===== config.mk =====
export PLATFORM = sky130hd
export DESIGN_NAME = calc_object_nibble_crc_parser
export DESIGN_NICKNAME = d
export VERILOG_FILES = /design/src/sv/cnc_pkg.sv /design/src/sv/calc_object_nibble_crc_parser.sv
export SDC_FILE = /design/constraint.sdc
export NUM_CORES = 1
export LEC_CHECK = 0
export BUFFER_PORTS_ARGS = -buffer_cell sky130_fd_sc_hd__buf_2
export CAP_MARGIN = 30
export CORE_UTILIZATION = 40
export DETAILED_ROUTE_END_ITERATION = 8
export GPL_TIMING_DRIVEN = 0
export PLACE_DENSITY_LB_ADDON = 0.05
export SYNTH_ARGS = -nofsm -noshare
export SYNTH_HDL_FRONTEND = slang
export SYNTH_SLANG_ARGS = --single-unit

===== constraint.sdc =====
create_clock -name i_clk -period 4.35 [get_ports i_clk]
set_input_delay 1.305 -clock i_clk [delete_from_list [all_inputs] [get_ports i_clk]]
set_output_delay 1.305 -clock i_clk [all_outputs]
set_load 0.1 [all_outputs]

===== src/sv/cnc_pkg.sv =====
package cnc_pkg;

    localparam int BUFFER_BITS_DEF = 64;
    localparam int COUNT_BITS_DEF  = 24;

    localparam int SKIP_W   = 21;
    localparam int CRC_W    = 16;
    localparam int TOTAL_W  = 24;
    localparam int PROLOG_W = 20;
    localparam int LEN_W    = 8;

    localparam logic [15:0] CRC_POLY_STEP = 16'h1081;

    localparam logic [2:0] MODE_NONE  = 3'd0;
    localparam logic [2:0] MODE_SIZE  = 3'd1;
    localparam logic [2:0] MODE_ASCIC = 3'd2;
    localparam logic [2:0] MODE_ASCIX = 3'd3;
    localparam logic [2:0] MODE_DIR   = 3'd4;

    localparam logic [1:0] ERR_NONE     = 2'd0;
    localparam logic [1:0] ERR_OVERFLOW = 2'd1;
    localparam logic [1:0] ERR_LEFTOVER = 2'd2;

    typedef struct packed {
        logic [2:0]        mode;
        logic [SKIP_W-1:0] skip;
    } t_prolog_dec;

    function automatic t_prolog_dec prolog_decode(input logic [PROLOG_W-1:0] p);
        t_prolog_dec d;
        d.mode = MODE_NONE;
        d.skip = SKIP_W'(5);
        unique case (p)
            20'h029e8, 20'h02a0a, 20'h02a2c, 20'h02a4e, 20'h02b1e,
            20'h02b40, 20'h02b62, 20'h02b88, 20'h02dcc: d.mode = MODE_SIZE;
            20'h02e48, 20'h02e6d, 20'h02afc:            d.mode = MODE_ASCIC;
            20'h02a96: begin
                d.mode = MODE_DIR;
                d.skip = SKIP_W'(8);
            end
            20'h02911: d.skip = SKIP_W'(10);
            20'h02933: d.skip = SKIP_W'(21);
            20'h02955: d.skip = SKIP_W'(26);
            20'h02977: d.skip = SKIP_W'(37);
            20'h0299d: d.skip = SKIP_W'(47);
            20'h029bf: d.skip = SKIP_W'(7);
            20'h02e92: d.skip = SKIP_W'(11);
            default:   d.skip = SKIP_W'(5);
        endcase
        return d;
    endfunction

    function automatic logic [CRC_W-1:0] crc_step(input logic [CRC_W-1:0] crc,
                                                  input logic [3:0] nib);
        logic [3:0]       k;
        logic [CRC_W-1:0] prod;
        k    = crc[3:0] ^ nib;
        prod = CRC_W'(CRC_POLY_STEP * {12'b0, k});
        return (crc >> 4) ^ prod;
    endfunction

endpackage


===== src/sv/calc_object_nibble_crc_parser.sv =====
// Channel | Direction | Handshake          | Payload
// in      | input     | i_valid / o_ready  | i_data_byte, i_last_byte
// out     | output    | o_valid / i_ready  | o_crc_value, o_nibble_total,
//         |           |                    | o_error_code, o_is_final
//
// An accepted beat goes through the parse step, the pop step and the final step; the
// pop step pops N nibbles (0 to BUFFER_BITS/4), one a cycle through the single CRC step
// unit. The final step loads the output register and returns to idle. o_ready is high only in idle.
// A finished result waits in an output register, so the next beat is taken meanwhile;
// a stalled result holds the sequencer in its final step until the register frees.
// Reset (i_rst_n low, synchronous) clears buffer, CRC, count, mode and errors.
module calc_object_nibble_crc_parser
    import cnc_pkg::*;
#(
    parameter int BUFFER_BITS = BUFFER_BITS_DEF,
    parameter int COUNT_BITS  = COUNT_BITS_DEF
) (
    input  logic               i_clk,
    input  logic               i_rst_n,
    input  logic               i_valid,
    output logic               o_ready,
    input  logic [7:0]         i_data_byte,
    input  logic               i_last_byte,
    output logic               o_valid,
    input  logic               i_ready,
    output logic [CRC_W-1:0]   o_crc_value,
    output logic [TOTAL_W-1:0] o_nibble_total,
    output logic [1:0]         o_error_code,
    output logic               o_is_final
);

    localparam int FILL_W = $clog2(BUFFER_BITS + 1);

    localparam logic [1:0] ST_IDLE  = 2'd0;
    localparam logic [1:0] ST_PARSE = 2'd1;
    localparam logic [1:0] ST_POP   = 2'd2;
    localparam logic [1:0] ST_FIN   = 2'd3;

    logic [1:0]             r_state, n_state;
    logic [BUFFER_BITS-1:0] r_buf, n_buf;
    logic [FILL_W-1:0]      r_fill, n_fill;
    logic [2:0]             r_mode, n_mode;
    logic [SKIP_W-1:0]      r_skip, n_skip;
    logic [CRC_W-1:0]       r_crc, n_crc;
    logic [COUNT_BITS-1:0]  r_cnt, n_cnt;
    logic [1:0]             r_err, n_err;
    logic                   r_last, n_last;
    logic                   r_ovalid, n_ovalid;
    logic                   w_load;

    logic [CRC_W-1:0]       r_out_crc;
    logic [COUNT_BITS-1:0]  r_out_cnt;
    logic [1:0]             r_out_err;
    logic                   r_out_final;
    logic [COUNT_BITS+TOTAL_W-1:0] w_cnt_ext;

    t_prolog_dec w_dec;

    assign w_dec = prolog_decode(r_buf[PROLOG_W-1:0]);

    always_comb begin
        n_state  = r_state;
        n_buf    = r_buf;
        n_fill   = r_fill;
        n_mode   = r_mode;
        n_skip   = r_skip;
        n_crc    = r_crc;
        n_cnt    = r_cnt;
        n_err    = r_err;
        n_last   = r_last;
        n_ovalid = r_ovalid && !i_ready;
        w_load   = 1'b0;

        unique case (r_state)
            ST_IDLE: begin
                if (i_valid) begin
                    n_last = i_last_byte;
                    if (r_fill > FILL_W'(BUFFER_BITS - 8)) begin
                        // drop the beat, keep the first error
                        if (r_err == ERR_NONE) n_err = ERR_OVERFLOW;
                    end else begin
                        n_buf  = r_buf | ({{(BUFFER_BITS-8){1'b0}}, i_data_byte} << r_fill);
                        n_fill = r_fill + FILL_W'(8);
                    end
                    n_state = ST_PARSE;
                end
            end
            ST_PARSE: begin
                if (r_skip == '0) begin
                    unique case (r_mode)
                        MODE_SIZE: begin
                            if (r_fill >= FILL_W'(20)) begin
                                n_mode = MODE_NONE;
                                n_skip = SKIP_W'(r_buf[PROLOG_W-1:0]);
                            end
                        end
                        MODE_ASCIC: begin
                            if (r_fill >= FILL_W'(8)) begin
                                n_mode = MODE_NONE;
                                n_skip = SKIP_W'(2) + SKIP_W'({r_buf[LEN_W-1:0], 1'b0});
                            end
                        end
                        MODE_ASCIX: begin
                            if (r_fill >= FILL_W'(8)) begin
                                n_mode = MODE_NONE;
                                n_skip = SKIP_W'(4) + SKIP_W'({r_buf[LEN_W-1:0], 1'b0});
                            end
                        end
                        MODE_DIR: begin
                            if (r_fill >= FILL_W'(20)) begin
                                n_mode = MODE_ASCIX;
                                n_skip = SKIP_W'(r_buf[PROLOG_W-1:0]);
                            end
                        end
                        default: begin
                            n_mode = MODE_NONE;
                            if (r_fill >= FILL_W'(20)) begin
                                n_mode = w_dec.mode;
                                n_skip = w_dec.skip;
                            end
                        end
                    endcase
                end
                n_state = ST_POP;
            end
            ST_POP: begin
                if (r_skip != '0 && r_fill >= FILL_W'(4)) begin
                    n_buf  = r_buf >> 4;
                    n_fill = r_fill - FILL_W'(4);
                    n_crc  = crc_step(r_crc, r_buf[3:0]);
                    n_skip = r_skip - SKIP_W'(1);
                    if (r_cnt != '1) n_cnt = r_cnt + COUNT_BITS'(1);
                end else begin
                    n_state = ST_FIN;
                end
            end
            ST_FIN: begin
                if (!r_ovalid || i_ready) begin
                    if (r_last && r_buf != '0 && r_err == ERR_NONE) n_err = ERR_LEFTOVER;
                    w_load   = 1'b1;
                    n_ovalid = 1'b1;
                    n_state  = ST_IDLE;
                end
            end
            default: n_state = ST_IDLE;
        endcase
    end

    always_ff @(posedge i_clk) begin
        if (!i_rst_n) begin
            r_state  <= ST_IDLE;
            r_buf    <= '0;
            r_fill   <= '0;
            r_mode   <= MODE_NONE;
            r_skip   <= '0;
            r_crc    <= '0;
            r_cnt    <= '0;
            r_err    <= ERR_NONE;
            r_last   <= 1'b0;
            r_ovalid <= 1'b0;
        end else begin
            r_state  <= n_state;
            r_buf    <= n_buf;
            r_fill   <= n_fill;
            r_mode   <= n_mode;
            r_skip   <= n_skip;
            r_crc    <= n_crc;
            r_cnt    <= n_cnt;
            r_err    <= n_err;
            r_last   <= n_last;
            r_ovalid <= n_ovalid;
        end
    end

    always_ff @(posedge i_clk) begin
        if (w_load) begin
            r_out_crc   <= r_crc;
            r_out_cnt   <= r_cnt;
            r_out_err   <= n_err;
            r_out_final <= r_last;
        end
    end

    assign w_cnt_ext = {{TOTAL_W{1'b0}}, r_out_cnt};

    assign o_ready        = (r_state == ST_IDLE);
    assign o_valid        = r_ovalid;
    assign o_crc_value    = r_out_crc;
    assign o_nibble_total = w_cnt_ext[TOTAL_W-1:0];
    assign o_error_code   = r_out_err;
    assign o_is_final     = r_out_final;

endmodule


Word level (Yosys, flattened, before mapping) --
Cells that the tools add are included.
Word-level totals: register bits 184, input port bits 13, word-level logic and storage cells 132, output and inout port bits 45
Cells by class: mux-type cells 37, $add $sub $neg 6, reductions and logical operators 25, equal/unequal tests 41, bitwise operators 3, order comparisons 4, shift-type cells 1, multipliers 1
Operators by type and width (number):
- $eq 20x14->1 const B | 20
- $mux 64 | 3
- $pmux 64 s2 | 1
- $mux 21 | 6
- $or 64x64->64 | 1
- $reduce_bool 64->1 | 1
- $shl 8x7->64 | 1
- $pmux 21 s3 | 1
- $pmux 6 s8 | 1
- $pmux 21 s2 | 1
- $add 24x1->24 const B | 1
- $ne 24x24->1 const B | 1
- $logic_not 21->1 | 1
- $mux 7 | 3
- $reduce_bool 21->1 | 1
- $sub 21x1->21 const B | 1
- $pmux 3 s3 | 2
- $mul 13x4->16 const A | 1
- $mux 2 | 8
- $ne 2x2->1 const B | 8
- $xor 12x16->16 | 1
- $pmux 7 s2 | 1
- $mux 3 | 4
- $add 2x9->10 const A | 1
- 32 further kinds | 48

Depth between registers and ports, before layout --
depth after elaboration 6, gate-level depth with buffers 12, depth with buffers taken out 8

Least setup slack after synthesis --
Ideal clock, no wire load.
path type in2reg, start point input i_ready, end point register r_err[1], path buffers 0, required time 4.290 ns, stages 4, slack 0.454 ns, library setup time 0.060 ns, arrival 3.837 ns, cell sequence nor2b_1 -> nor2b_1 -> a32o_1 -> and2_1
Between the ends: longest elaborated chain between the ends 3
RTL lines:
- start, declared | RTL line calc_object_nibble_crc_parser.sv:25 | input logic i_ready,
- $logic_or 1x1->1 | RTL line calc_object_nibble_crc_parser.sv:138 | if (!r_ovalid || i_ready) begin
- $mux 2 | RTL line calc_object_nibble_crc_parser.sv:138
- $pmux 2 s2 | RTL line calc_object_nibble_crc_parser.sv:74 | unique case (r_state)
- net n_err[1] | RTL line calc_object_nibble_crc_parser.sv:46 | logic [1:0] r_err, n_err;
- end signal, assigned | RTL line calc_object_nibble_crc_parser.sv:169 | r_err <= n_err;
- end, declared | RTL line calc_object_nibble_crc_parser.sv:46
The timed path passes the listed nets, and every way through them passes these cells. A chain may end at the register's enable or synchronous reset.

Worst setup path after layout --
start point register r_fill[4], end point register r_buf[0]
Between the ends: longest elaborated chain between the ends 5, elaborated cells between the ends (all ways) 11, those cells by class order compare (2); eq/ne (2); shift (1); mux (3); bitwise (1); reduce/logical (2)
RTL lines:
- start, declared | RTL line calc_object_nibble_crc_parser.sv:41 | logic [FILL_W-1:0] r_fill, n_fill;
- start signal, assigned | RTL line calc_object_nibble_crc_parser.sv:164 | r_fill <= n_fill;
- $shl 8x7->64 | RTL line calc_object_nibble_crc_parser.sv:82 | n_buf = r_buf | ({{(BUFFER_BITS-8){1'b0}}, i_data_byte} << r_fill);
- $or 64x64->64 | RTL line calc_object_nibble_crc_parser.sv:82
- $mux 64 | RTL line calc_object_nibble_crc_parser.sv:78 | if (r_fill > FILL_W'(BUFFER_BITS - 8)) begin
- $mux 64 | RTL line calc_object_nibble_crc_parser.sv:76 | if (i_valid) begin
- $pmux 64 s2 | RTL line calc_object_nibble_crc_parser.sv:74
- end signal, assigned | RTL line calc_object_nibble_crc_parser.sv:163 | r_buf <= n_buf;
- end, declared | RTL line calc_object_nibble_crc_parser.sv:40 | logic [BUFFER_BITS-1:0] r_buf, n_buf;
Parallel ways exist; a longest one is shown, timed or not. The select of a mux whose other input is x is not followed.

==> flow_metrics.env <==
export IMPL_finalSetupViolations=0
export IMPL_min_from="r_last$_SDFFE_PN0P_"
export IMPL_ys_types=74
export IMPL_p_clk_share_pct=22.2
export IMPL_vias=8351
export IMPL_die_h_um=154
export IMPL_finalPower_mw=6.91
export IMPL_dieArea_mm2=0.0237
export IMPL_p_switching_mw=3.28
export IMPL_cellInternalPower_mw=3.63
export IMPL_drt_iter0_drc=784
export IMPL_timing_final_crit_share_pct=79.2
export IMPL_cp_data_arrival_time_ns=3.76
export IMPL_root_buffer="clkbuf_16"
export IMPL_yosysWarningCount=0
export IMPL_hold_path_depth=0
export IMPL_powerDensity_mw_per_mm2=660
export IMPL_sw_frac_of_total_pct=47.4
export IMPL_overflow=0
export IMPL_r2r_start="r_fill[4]$_SDFFE_PN0P_"
export IMPL_rr_endpoint="r_buf[0]$_SDFFE_PN0P_"
export IMPL_grt_pass1_vias=7802
export IMPL_peakVddDrop_mv=0.258
export IMPL_start_util_pct=40.7
export IMPL_insertedDiodeCount=0
export IMPL_cts_clk_slew_worst_paths_ns=0.07
export IMPL_required_ns=4.67
export IMPL_hpwl_mm=20.6
export IMPL_grt_max_degree=37
export IMPL_fin_util_pct=46.2
export IMPL_cts_max_level=4
export IMPL_startpoint_type="flip-flop"
export IMPL_worstMarginPinSlew_ns=0.937
export IMPL_syn_avg_cell_area_um2=8.71
export IMPL_maxCapViolCount=0
export IMPL_max_clock_path_buffers=2
export IMPL_synthCells=1059
export IMPL_viasPerCell=5.83
export IMPL_hold_class="reg2reg"
export IMPL_crit_type="reg2reg"
export IMPL_die_width_um=154
export IMPL_worstSkewPairLatency_ns=0.43
export IMPL_drive_gt1_share_pct=11.5
export IMPL_end_kind="flip-flop"
export IMPL_synth_top_area_share_pct=30.2
export IMPL_post_cts_repair_setup_buffers=0
export IMPL_fmax_ghz=0.290
export IMPL_holdPathEnd="o_is_final$_DFFE_PP_"
export IMPL_wl_per_cell_um=19.8
export IMPL_std_cell_rows=55
export IMPL_async_flop_share_pct=0
export IMPL_fin_setup_tns_ns=0
export IMPL_num_io_pins=58
export IMPL_status="completed"
export IMPL_period_minus_slack_ns=3.44
export IMPL_syn_num_nets=1092
export IMPL_synth_edf_count=43
export IMPL_cts_sinks=182
export IMPL_rsz0062_at_grt="false"
export IMPL_gp_congestion=0.933
export IMPL_drt_antenna_violating_nets=0
export IMPL_finalMaxSlewViolations=0
export IMPL_path_max_fanout=10
export IMPL_area_growth_pct=13.5
export IMPL_grt_pass1_wl_mm=44.5
export IMPL_cts_resized=0
export IMPL_power_frac_comb_pct=47.6
export IMPL_synth_area_top_cells="dfxtp_1 30%, edfxtp_1 14%, nand2_1 5.5%"
export IMPL_route_detailed_drc=0
export IMPL_synth_area_mm2=0.00923
export IMPL_fin_nets=1168
export IMPL_synth_main_ff_cell="dfxtp_1"
export IMPL_track_usage_pct=24.2
export IMPL_ys_seq_area_share_pct=44.2
export IMPL_fill_cells=2275
export IMPL_synth_seq_cells=182
export IMPL_postCtsHoldBufs=0
export IMPL_reg2reg_depth=10
export IMPL_hold_violations=0
export IMPL_p_seq_share_pct=30.2
export IMPL_antenna_found_initial=0
export IMPL_routed_wl_mm=28.3
export IMPL_coreArea_mm2=0.0226
export IMPL_synth_top_area_cell="dfxtp_1"
export IMPL_firstDrtPassIters=6
export IMPL_skew_ns=0.0113
export IMPL_whs_ns=0.464
export IMPL_final_cell_mix="139 x dfxtp_1, 136 x nand2_1, 103 x nor2_1"
export IMPL_cts_made_buffers=17
export IMPL_relSlewSlack_pct=37.0
export IMPL_layout_commonest_cell="dfxtp_1"
export IMPL_r2r_setup_slack_ns=0.91
export IMPL_port_buffers=56
export IMPL_power_leakage_nw=3.77
export IMPL_cts_tree="built"
==> layer usage <==
layer / vias to the layer above / part of all wire [%] / global-route usage (%)
met5: - / 0 / 0
met4: 0 / 2.5 / 8.62
met3: 47 / 5.2 / 3.89
met2: 295 / 46 / 39.5
met1: 3973 / 46 / 32.3
li1: 4036 / - / -
==> cells by family after synthesis <==
kind of cell | synth area share [%]
adders and majority gates | 2.71
AOI/OAI and AO/OA | 20.8
buffers and inverters | 4.18
DFF | 44.2
and+or+nand+nor | 22.8
muxes | 0.760
xor gates and xnor gates | 4.65
==> cell usage after synthesis, types with 9 or more instances <==
cell type and n:
a21oi_1 61, a22oi_1 44, a32oi_1 14, and2_1 10
and3_1 16, clkbuf_1 45, dfxtp_1 139, edfxtp_1 43
ha_1 20, inv_1 20, nand2_1 136, nand2b_1 10
nand3_1 38, nand4_1 24, nor2_1 103, nor2b_1 9
nor3_1 18, nor4_1 20, o21ai_0 70, o21ai_1 10
o32ai_1 9, or3_1 10, xnor2_1 23, xor2_1 26
==> sequential cells by signal (all words and copies together), names as in the netlist, 2 cells and up <==
register,flops
o_crc_value,16
r_state,2
r_crc,16
r_mode,3
r_skip,21
o_error_code,2
o_nibble_total,24
r_err,2
r_fill,5
r_buf,64
r_cnt,24
==> stage by stage <==
step                      setup slack [ns]  instances  cell area (um^2)
after floorplan                      0.454       1059              9230
after global routing                 0.754       1433             10500
final                                0.907       1433             10500
after global placement              -0.448       1400              9860
after CTS                            0.975       1433             10500
after detailed placement             0.956       1401              9890
==> power groups by stage <==
stage	Sequential (mW)	Clock, mW	Combinational, mW
after global routing	2.11	1.64	3.51
after detailed placement	2.12	0	3.22
after global placement	2.13	0	3.22
after floorplan	2.36	0	2.06
final	2.09	1.53	3.29
after CTS	2.08	1.56	3.23
==> cell type report <==
cell class | count | area (um^2) | share of cell area [%]
plain buffers | 70 | 307 | 2.93
clock inverters | 14 | 141 | 1.35
flip-flops and latches | 182 | 4070 | 38.9
inverters | 21 | 78.8 | 0.753
clock buffers | 18 | 439 | 4.19
multi-input cells | 786 | 4770 | 45.6
well taps | 285 | 357 | 3.41
repair buffers | 57 | 300 | 2.87
==> how the worst max path moves through the flow <==
stage	from	endpoint	slack [ns]	depth (start not counted)
detailed placement	r_fill[4]$_SDFFE_PN0P_	r_buf[0]$_SDFFE_PN0P_	0.96	10
global route	r_fill[4]$_SDFFE_PN0P_	r_buf[0]$_SDFFE_PN0P_	0.75	10
CTS	r_fill[4]$_SDFFE_PN0P_	r_buf[0]$_SDFFE_PN0P_	0.97	10
global placement	i_ready	r_err[1]$_SDFF_PN0_	-0.45	5
finish	r_fill[4]$_SDFFE_PN0P_	r_buf[0]$_SDFFE_PN0P_	0.91	10
floorplan	i_ready	r_err[1]$_SDFF_PN0_	0.45	4
==> worst max-delay path, stage by stage (launching register included) <==
cell,delay [ns]
dfxtp_1,0.43
clkbuf_1,0.38
inv_1,0.26
ha_1,0.24
a21bo_2,0.22
o31ai_1,0.53
a21oi_2,0.10
a21oi_2,0.61
buf_2,0.34
nand2_1,0.07
o21ai_0,0.15
No activity file was read; power rests on OpenSTA's default activity.
